### config.mk
export PLATFORM = sky130hd
export DESIGN_NAME = polynomial_derivative_horner_unit
export DESIGN_NICKNAME = d
export VERILOG_FILES = /design/src/design/pdh_pkg.sv /design/src/design/pdh_coeff_mem.sv /design/src/design/pdh_mac.sv /design/src/design/polynomial_derivative_horner_unit.sv
export SDC_FILE = /design/constraint.sdc
export NUM_CORES = 2
export LEC_CHECK = 0
export BUFFER_PORTS_ARGS = -buffer_cell sky130_fd_sc_hd__buf_2
export CAP_MARGIN = 40
export CORE_UTILIZATION = 54
export CTS_CLUSTER_DIAMETER = 50
export CTS_CLUSTER_SIZE = 8
export DETAILED_ROUTE_END_ITERATION = 8
export PLACE_DENSITY = 0.81
export SETUP_SLACK_MARGIN = 0.3
export SLEW_MARGIN = 25
export SYNTH_ARGS = -nofsm -noshare
export SYNTH_HDL_FRONTEND = slang
export SYNTH_SLANG_ARGS = --single-unit
### constraint.sdc
create_clock -name clk -period 10.95 [get_ports clk]
set_clock_uncertainty 0.05 [all_clocks]
set_input_delay 0 -clock clk [delete_from_list [all_inputs] [get_ports clk]]
set_output_delay 0 -clock clk [all_outputs]
set_load 0.02 [all_outputs]
### src/design/pdh_pkg.sv
// ----------------------------------------------------------------------------
// pdh_pkg
// Shared widths, constants, operation codes and the control bundle that the
// sequencer passes to the multiply-accumulate datapath.
// ----------------------------------------------------------------------------
package pdh_pkg;

    localparam int DATA_W             = 32;
    localparam int ACC_W              = 64;
    localparam int FRAC_W             = 16;
    localparam int DEG_W              = 4;
    localparam int IDX_W              = 4;
    localparam int MAX_DEGREE_DEFAULT = 15;

    localparam logic signed [ACC_W-1:0] ACC_LIMIT = {1'b0, {(ACC_W-1){1'b1}}};

    typedef enum logic
    {
        OP_WRITE = 1'b0,
        OP_EVAL  = 1'b1
    } op_t;

    typedef struct packed
    {
        logic load_x;
        logic clear;
        logic first;
        logic abs_step;
        logic mul_lo;
        logic mul_hi;
        logic norm_step;
        logic add_step;
    } mac_ctrl_t;

endpackage

### src/design/pdh_coeff_mem.sv
// ----------------------------------------------------------------------------
// pdh_coeff_mem
// Coefficient memory with one write port and one registered read port. Each
// entry has a valid bit that reset clears; an entry not yet written reads as
// zero.
// ----------------------------------------------------------------------------
module pdh_coeff_mem
#(
    parameter int DEPTH  = 16,
    parameter int ADDR_W = 4
)
(
    input  logic                              clk,
    input  logic                              rst_n,
    input  logic                              wr_en,
    input  logic [ADDR_W-1:0]                 wr_addr,
    input  logic signed [pdh_pkg::DATA_W-1:0] wr_data,
    input  logic                              rd_en,
    input  logic [ADDR_W-1:0]                 rd_addr,
    output logic signed [pdh_pkg::DATA_W-1:0] rd_data
);
    import pdh_pkg::*;

    logic signed [DATA_W-1:0] mem [DEPTH];
    logic [DEPTH-1:0]         valid_reg;
    logic signed [DATA_W-1:0] rd_data_reg;

    always_ff @(posedge clk or negedge rst_n)
    begin
        if (!rst_n)
        begin
            valid_reg <= '0;
        end
        else if (wr_en)
        begin
            valid_reg[wr_addr] <= 1'b1;
        end
    end

    always_ff @(posedge clk)
    begin
        if (wr_en)
        begin
            mem[wr_addr] <= wr_data;
        end
        if (rd_en)
        begin
            rd_data_reg <= valid_reg[rd_addr] ? mem[rd_addr] : '0;
        end
    end

    assign rd_data = rd_data_reg;

endmodule

### src/design/pdh_mac.sv
// ----------------------------------------------------------------------------
// pdh_mac
// Horner datapath: forms k * a[k], multiplies the accumulator by x through
// one shared 32 by 32 multiplier in two halves, rescales, and adds with
// saturation. Also gives the final 32-bit clamp and overflow flag.
// ----------------------------------------------------------------------------
module pdh_mac
#(
    parameter int K_W = 4
)
(
    input  logic                              clk,
    input  logic                              rst_n,
    input  pdh_pkg::mac_ctrl_t                ctrl,
    input  logic signed [pdh_pkg::DATA_W-1:0] point_x,
    input  logic [K_W-1:0]                    k,
    input  logic signed [pdh_pkg::DATA_W-1:0] coeff,
    output logic signed [pdh_pkg::DATA_W-1:0] result,
    output logic                              result_sat
);
    import pdh_pkg::*;

    localparam int TERM_W = DATA_W + K_W + 1;
    localparam logic signed [ACC_W:0] LIM_P = (ACC_W+1)'(ACC_LIMIT);
    localparam logic signed [ACC_W:0] LIM_N = -LIM_P;

    logic [DATA_W-1:0]        x_mag_reg;
    logic                     x_neg_reg;
    logic signed [ACC_W-1:0]  acc_reg;
    logic [ACC_W-2:0]         acc_mag_reg;
    logic                     acc_neg_reg;
    logic signed [TERM_W-1:0] term_reg;
    logic [ACC_W-1:0]         lo_reg;
    logic [ACC_W-1:0]         hi_reg;
    logic [ACC_W-2:0]         mag_reg;
    logic                     prod_neg_reg;
    logic                     sat_reg;

    logic signed [TERM_W-1:0] kprod;
    logic [DATA_W-1:0]        mul_a;
    logic [ACC_W-1:0]         mul_p;
    logic                     hi_ovf;
    logic [ACC_W-1:0]         mag_sum;
    logic                     norm_sat;
    logic signed [ACC_W:0]    term_ext;
    logic signed [ACC_W:0]    mag_ext;
    logic signed [ACC_W:0]    sum;
    logic                     add_sat_p;
    logic                     add_sat_n;
    logic                     out_hi;
    logic                     out_lo;

    assign kprod = TERM_W'($signed({1'b0, k})) * TERM_W'(coeff);

    assign mul_a = ctrl.mul_hi ? DATA_W'(acc_mag_reg[ACC_W-2:DATA_W])
                               : acc_mag_reg[DATA_W-1:0];
    assign mul_p = ACC_W'(mul_a) * ACC_W'(x_mag_reg);

    assign hi_ovf   = |hi_reg[ACC_W-1:ACC_W-1-FRAC_W];
    assign mag_sum  = ACC_W'({hi_reg[ACC_W-2-FRAC_W:0], {FRAC_W{1'b0}}})
                    + ACC_W'(lo_reg[ACC_W-1:FRAC_W]);
    assign norm_sat = hi_ovf || mag_sum[ACC_W-1];

    assign term_ext  = (ACC_W+1)'(term_reg);
    assign mag_ext   = $signed({2'b00, mag_reg});
    assign sum       = prod_neg_reg ? (term_ext - mag_ext) : (term_ext + mag_ext);
    assign add_sat_p = sum > LIM_P;
    assign add_sat_n = sum < LIM_N;

    assign out_hi = !acc_reg[ACC_W-1] && (|acc_reg[ACC_W-2:DATA_W-1]);
    assign out_lo = acc_reg[ACC_W-1] && !(&acc_reg[ACC_W-2:DATA_W-1]);

    always_comb
    begin
        if (out_hi)
        begin
            result = {1'b0, {(DATA_W-1){1'b1}}};
        end
        else if (out_lo)
        begin
            result = {1'b1, {(DATA_W-1){1'b0}}};
        end
        else
        begin
            result = acc_reg[DATA_W-1:0];
        end
    end

    assign result_sat = sat_reg || out_hi || out_lo;

    always_ff @(posedge clk or negedge rst_n)
    begin
        if (!rst_n)
        begin
            sat_reg <= 1'b0;
        end
        else if (ctrl.clear || ctrl.first)
        begin
            sat_reg <= 1'b0;
        end
        else if (ctrl.norm_step && norm_sat)
        begin
            sat_reg <= 1'b1;
        end
        else if (ctrl.add_step && (add_sat_p || add_sat_n))
        begin
            sat_reg <= 1'b1;
        end
    end

    always_ff @(posedge clk)
    begin
        if (ctrl.load_x)
        begin
            x_neg_reg <= point_x[DATA_W-1];
            x_mag_reg <= point_x[DATA_W-1] ? (~point_x + 1'b1) : point_x;
        end
        if (ctrl.clear)
        begin
            acc_reg <= '0;
        end
        else if (ctrl.first)
        begin
            acc_reg <= ACC_W'(kprod);
        end
        else if (ctrl.add_step)
        begin
            if (add_sat_p)
            begin
                acc_reg <= ACC_LIMIT;
            end
            else if (add_sat_n)
            begin
                acc_reg <= -ACC_LIMIT;
            end
            else
            begin
                acc_reg <= ACC_W'(sum);
            end
        end
        if (ctrl.abs_step)
        begin
            acc_neg_reg <= acc_reg[ACC_W-1];
            acc_mag_reg <= acc_reg[ACC_W-1] ? (ACC_W-1)'(-acc_reg)
                                            : acc_reg[ACC_W-2:0];
            term_reg    <= kprod;
        end
        if (ctrl.mul_lo)
        begin
            lo_reg <= mul_p;
        end
        if (ctrl.mul_hi)
        begin
            hi_reg <= mul_p;
        end
        if (ctrl.norm_step)
        begin
            mag_reg      <= norm_sat ? ACC_LIMIT[ACC_W-2:0] : mag_sum[ACC_W-2:0];
            prod_neg_reg <= acc_neg_reg ^ x_neg_reg;
        end
    end

endmodule

### src/design/polynomial_derivative_horner_unit.sv
// ----------------------------------------------------------------------------
// polynomial_derivative_horner_unit
// Evaluates the first derivative of a stored polynomial at a point by
// Horner's method in signed Q16.16, with a saturating 64-bit accumulator.
// ----------------------------------------------------------------------------
// A write item stores a coefficient and leaves the block free for the next
// item; an evaluate item keeps the block busy from acceptance until its
// result enters the output register, since each coefficient below the
// leading one, down to a[1], passes through five steps around a single
// shared 32 by 32 multiplier that forms the accumulator-times-x product in
// two halves, with the coefficient memory read in the step before. The result
// waits in an output register, so a finished evaluation never holds up the
// input once that register is free. The coefficient store clears instantly
// at reset by per-entry valid bits, and no clearing sweep is needed.
module polynomial_derivative_horner_unit
#(
    parameter int MAX_DEGREE = pdh_pkg::MAX_DEGREE_DEFAULT
)
(
    input  logic                              clk,
    input  logic                              rst_n,
    input  logic                              cfg_write_en,
    input  logic [pdh_pkg::DEG_W-1:0]         cfg_write_data,
    input  logic                              in_valid,
    output logic                              in_stall,
    input  logic                              op,
    input  logic [pdh_pkg::IDX_W-1:0]         coeff_index,
    input  logic signed [pdh_pkg::DATA_W-1:0] coeff_value,
    input  logic signed [pdh_pkg::DATA_W-1:0] point_x,
    output logic                              out_valid,
    input  logic                              out_stall,
    output logic signed [pdh_pkg::DATA_W-1:0] derivative,
    output logic                              overflow
);
    import pdh_pkg::*;

    localparam int DEPTH = MAX_DEGREE + 1;
    localparam int IW    = $clog2(DEPTH);
    localparam int CW    = (IW > DEG_W) ? IW : DEG_W;

    typedef enum logic [3:0]
    {
        ST_IDLE,
        ST_READ,
        ST_FIRST,
        ST_ABS,
        ST_MUL_LO,
        ST_MUL_HI,
        ST_NORM,
        ST_ADD,
        ST_FINISH
    } state_t;

    state_t                   state_reg;
    state_t                   state_next;
    logic [IW-1:0]            k_reg;
    logic [IW-1:0]            k_next;
    logic [DEG_W-1:0]         poly_degree_reg;
    logic [DEG_W-1:0]         poly_degree_next;
    logic                     out_valid_reg;
    logic                     out_valid_next;
    logic signed [DATA_W-1:0] derivative_reg;
    logic signed [DATA_W-1:0] derivative_next;
    logic                     overflow_reg;
    logic                     overflow_next;

    logic                     in_accept;
    logic                     is_eval;
    logic                     idx_ok;
    logic [CW-1:0]            deg_wide;
    logic [CW-1:0]            deg_eff;
    logic                     out_free;
    logic                     k_last;
    logic                     wr_en;
    logic [IW-1:0]            wr_addr;
    logic                     rd_en;
    logic [IW-1:0]            rd_addr;
    logic signed [DATA_W-1:0] rd_data;
    mac_ctrl_t                ctrl;
    logic signed [DATA_W-1:0] result;
    logic                     result_sat;

    assign in_stall  = state_reg != ST_IDLE;
    assign in_accept = in_valid && !in_stall;
    assign is_eval   = op == OP_EVAL;
    assign idx_ok    = CW'(coeff_index) <= CW'(MAX_DEGREE);
    assign deg_wide  = CW'(poly_degree_reg);
    assign deg_eff   = (deg_wide > CW'(MAX_DEGREE)) ? CW'(MAX_DEGREE) : deg_wide;
    assign out_free  = !out_valid_reg || !out_stall;
    assign k_last    = k_reg == IW'(1);

    assign wr_en   = in_accept && !is_eval && idx_ok;
    assign wr_addr = IW'(coeff_index);

    assign out_valid  = out_valid_reg;
    assign derivative = derivative_reg;
    assign overflow   = overflow_reg;

    pdh_coeff_mem
    #(
        .DEPTH  (DEPTH),
        .ADDR_W (IW)
    )
    u_mem
    (
        .clk     (clk),
        .rst_n   (rst_n),
        .wr_en   (wr_en),
        .wr_addr (wr_addr),
        .wr_data (coeff_value),
        .rd_en   (rd_en),
        .rd_addr (rd_addr),
        .rd_data (rd_data)
    );

    pdh_mac
    #(
        .K_W (IW)
    )
    u_mac
    (
        .clk        (clk),
        .rst_n      (rst_n),
        .ctrl       (ctrl),
        .point_x    (point_x),
        .k          (k_reg),
        .coeff      (rd_data),
        .result     (result),
        .result_sat (result_sat)
    );

    always_comb
    begin
        state_next       = state_reg;
        k_next           = k_reg;
        poly_degree_next = cfg_write_en ? cfg_write_data : poly_degree_reg;
        out_valid_next   = out_valid_reg && out_stall;
        derivative_next  = derivative_reg;
        overflow_next    = overflow_reg;
        rd_en            = 1'b0;
        rd_addr          = k_reg;
        ctrl             = '0;

        case (state_reg)
            ST_IDLE:
            begin
                if (in_accept && is_eval)
                begin
                    ctrl.load_x = 1'b1;
                    if (deg_eff == '0)
                    begin
                        ctrl.clear = 1'b1;
                        state_next = ST_FINISH;
                    end
                    else
                    begin
                        k_next     = IW'(deg_eff);
                        state_next = ST_READ;
                    end
                end
            end
            ST_READ:
            begin
                rd_en      = 1'b1;
                state_next = ST_FIRST;
            end
            ST_FIRST, ST_ADD:
            begin
                ctrl.first    = state_reg == ST_FIRST;
                ctrl.add_step = state_reg == ST_ADD;
                if (k_last)
                begin
                    state_next = ST_FINISH;
                end
                else
                begin
                    rd_en      = 1'b1;
                    rd_addr    = k_reg - 1'b1;
                    k_next     = k_reg - 1'b1;
                    state_next = ST_ABS;
                end
            end
            ST_ABS:
            begin
                ctrl.abs_step = 1'b1;
                state_next    = ST_MUL_LO;
            end
            ST_MUL_LO:
            begin
                ctrl.mul_lo = 1'b1;
                state_next  = ST_MUL_HI;
            end
            ST_MUL_HI:
            begin
                ctrl.mul_hi = 1'b1;
                state_next  = ST_NORM;
            end
            ST_NORM:
            begin
                ctrl.norm_step = 1'b1;
                state_next     = ST_ADD;
            end
            ST_FINISH:
            begin
                if (out_free)
                begin
                    out_valid_next  = 1'b1;
                    derivative_next = result;
                    overflow_next   = result_sat;
                    state_next      = ST_IDLE;
                end
            end
            default:
            begin
                state_next = ST_IDLE;
            end
        endcase
    end

    always_ff @(posedge clk or negedge rst_n)
    begin
        if (!rst_n)
        begin
            state_reg       <= ST_IDLE;
            k_reg           <= '0;
            poly_degree_reg <= '0;
            out_valid_reg   <= 1'b0;
            derivative_reg  <= '0;
            overflow_reg    <= 1'b0;
        end
        else
        begin
            state_reg       <= state_next;
            k_reg           <= k_next;
            poly_degree_reg <= poly_degree_next;
            out_valid_reg   <= out_valid_next;
            derivative_reg  <= derivative_next;
            overflow_reg    <= overflow_next;
        end
    end

    // The loop counter never reaches zero while coefficients are being used.
    a_k_nonzero: assert property (@(posedge clk) disable iff (!rst_n)
        (state_reg == ST_READ || state_reg == ST_FIRST || state_reg == ST_ABS ||
         state_reg == ST_MUL_LO || state_reg == ST_MUL_HI ||
         state_reg == ST_NORM || state_reg == ST_ADD) |-> k_reg != '0)
        else $error("Loop counter is zero during an evaluation.");

    // A coefficient write never coincides with an evaluation read.
    a_no_rw_overlap: assert property (@(posedge clk) disable iff (!rst_n)
        !(wr_en && rd_en))
        else $error("Coefficient write and read in the same cycle.");

    // A degree-zero evaluation goes through the finish state to the output.
    a_deg0_latency: assert property (@(posedge clk) disable iff (!rst_n)
        (in_accept && is_eval && deg_eff == '0 && !out_valid_reg) |=> ##1 out_valid)
        else $error("Degree-zero item did not complete in time.");

endmodule

==> impl_metrics.yaml <==
run_status:
  outcome: "finished clean"
clocking:
  cts_sinks: 981
  cts_tree: "yes"
  cts.path.max_buffers: 3
  htree_levels: 4
  root_buffer: "clkbuf_16"
  clk_latency_ps: 840
  cts-buffers-inserted: 149
  clkTransAtPathRegs_ps: 50
timing:
  rsz0062_at_grt: "false"
  fin_crit_sh_pct: 94.0
  setup_tns_ps: 0
  drv_slew: 0
  maxSlewHeadroom_pct: 39.2
  fmax_ghz: 0.0972
  period_needed_ps: 10290
  setup_viol: 0
  finalHoldViolCount: 0
  worst_slew_pin_slew_ps: 904
global_routing:
  grt_max_degree: 133
  grt_pass1_vias: 63603
  grt_pass1_wl_um: 380000
  overflow: 0
  grt_usage_pct: 32.1
  antenna_found_initial: 14
die:
  num_rows: 144
  chipHeight_um: 396
  die_w_um: 396
  core_area_sq_um: 154000
  ios: 113
  die_area_sq_um: 157000
  start_util_pct: 54.4
synthesis:
  synth_top_area_cell: "edfxtp_1"
  synthArstFlopShare_pct: 6.42
  ys_seq_area_share_pct: 34.0
  synthCells: 7665
  synth_edf_count: 854
  synth.top_cells.by_count: "1088 x inv_1, 963 x fa_1, 854 x edfxtp_1"
  syn_area_per_cell_sq_um: 10.9
  synthTopCellsByArea: "edfxtp_1 31%, fa_1 23%, ha_1 6.5%, and2_1 5.4%, inv_1 4.9%"
  ys_warn_count: 0
  synth_most_common_cell: "inv_1"
  synth-seq-cells: 981
  synthFlopType: "edfxtp_1"
  syn_area_sq_um: 83800
  synth_top_area_share_pct: 30.6
  ys_types: 99
  synth_nets: 9142
finish:
  final_nets: 9288
  largest_reg_flops: 512
  regArea_sq_um: 28500
  layout-drive-gt1-share_pct: 9.06
  nFillCells: 11724
  multi_input_area_sq_um: 50000
  area_growth_pct: 10.7
worst_setup_path:
  r2r_slack_ps: 660
  cpPeakStageDelay_ps: 790
  arrival_ps: 10730
  r2r-end: "u_mac.lo_reg[60]$_DFFE_PP_"
  cp-end-kind: "flop"
  worstSetupEndpoint: "u_mac.lo_reg[60]$_DFFE_PP_"
  cpMostUsedCell: "fa_1"
  r2r_cells: 30
  startpoint: "state_reg[3]$_DFFE_PN0P_"
  slowest_stage: "o31ai_1"
  path_class: "reg2reg"
  r2r_start: "state_reg[3]$_DFFE_PN0P_"
  worstPathRequired_ps: 11390
  cp-start-kind: "flop"
  path_max_fanout: 32
place:
  finalWeightedCongestion: 0.992
  io_buffer_count: 112
  hpwl_um: 176000
detailed_routing:
  via_count: 60805
  ant_nets: 0
  vias_per_cell: 6.12
  drt-wirelength-per-cell_um: 25.1
  drtIter0Drc: 6053
  drc: 0
  drt-pass1-iter-count: 6
  drt-total-wl_um: 249000
flow_run:
  max-cap-violations: 0
worst_hold_path:
  min_path_type: "in2reg"
placed cells by master (no fill, tap or decap), types with 192 or more instances in the layout:
master	n
xnor2_1	249
and2_1	717
ha_1	436
inv_1	1087
fa_1	963
nand2_1	739
nor2_1	260
o21ai_0	192
a21oi_1	255
edfxtp_1	854
worst min-delay path by stage:
| stage | startpoint | to | slack [ps] | cells past startpoint |
|---|---|---|---|---|
| 2_1_floorplan | rst_n | deg_wide[0]$_DFFE_PN0P_ | -350 | 0 |
| 3_3_place_gp | point_x[0] | u_mac.x_mag_reg[0]$_DFFE_PP_ | 170 | 1 |
| 3_5_place_dp | rst_n | deg_wide[1]$_DFFE_PN0P_ | 2 | 2 |
| 4_1_cts | coeff_value[9] | u_mem.mem[3][9]$_DFFE_PP_ | 4 | 2 |
| 5_1_grt | coeff_value[9] | u_mem.mem[3][9]$_DFFE_PP_ | 40 | 2 |
| 6_report | point_x[30] | u_mac.x_mag_reg[30]$_DFFE_PP_ | 30 | 3 |
cell type report:
| type | count | area share (%) |
|---|---|---|
| Sequential cell | 981 | 30.7 |
| Clock buffer | 187 | 4.19 |
| Inverter | 1088 | 4.40 |
| Multi-Input combinational cell | 5215 | 53.9 |
| Tap cell | 2044 | 2.76 |
| Clock inverter | 30 | 0.621 |
| Timing Repair Buffer | 376 | 3.33 |
| Antenna cell | 10 | 0.0270 |
repair_timing:
action / CTS / global route
resized for setup: 0 / 23
endpoints found under the hold margin: 722 / 0
endpoints found under the setup margin: 0 / 24
hold buffers: 121 / 0
setup buffers: 0 / 1
kinds of logic (layout without fill, tap and decap cells):
logic type | count (synthesis) | after routing | share of synthesized area, %
other cells | 0 | 10 | 0
mux | 206 | 206 | 4.49
compound gates | 1044 | 1044 | 8.22
buf+inv | 1469 | 1681 | 6.65
fa+ha+maj | 1400 | 1400 | 29.5
flops | 981 | 981 | 34.0
simple gates | 2239 | 2239 | 13.7
xor+xnor | 326 | 326 | 3.42
worst max-delay path: cells and delay by family (launching register included):
kind            cells  cell delay (ps)
simple gates        5             1350
flops               1              500
xor+xnor            1              140
fa+ha+maj           9             4440
compound gates      6             2260
mux                 1              520
buf+inv             8              710
metal layers:
metal	vias up	part of all wire (%)	track usage (%)
met2	3535	48	51.9
met1	30653	37	41.2
met4	10	5.3	15.6
met3	755	9.6	6.65
li1	25852	-	-
met5	-	0.023	0
metrics by stage:
stage	hold WS [ps]	area, sq um	std cells	util (%)	worst slack (ps)
finish	33.8	92700	9931	60.2	661
global route	35.3	92700	9926	60.2	282
CTS	3.82	92500	9911	60.0	641
detailed placement	1.75	86800	9573	56.3	653
global placement	166	86500	9553	56.2	927
floorplan	-346	83800	7665	-	625
Power is not shown: default switching activity piles up to over one toggle a cycle in this logic, so the estimate is an artifact.
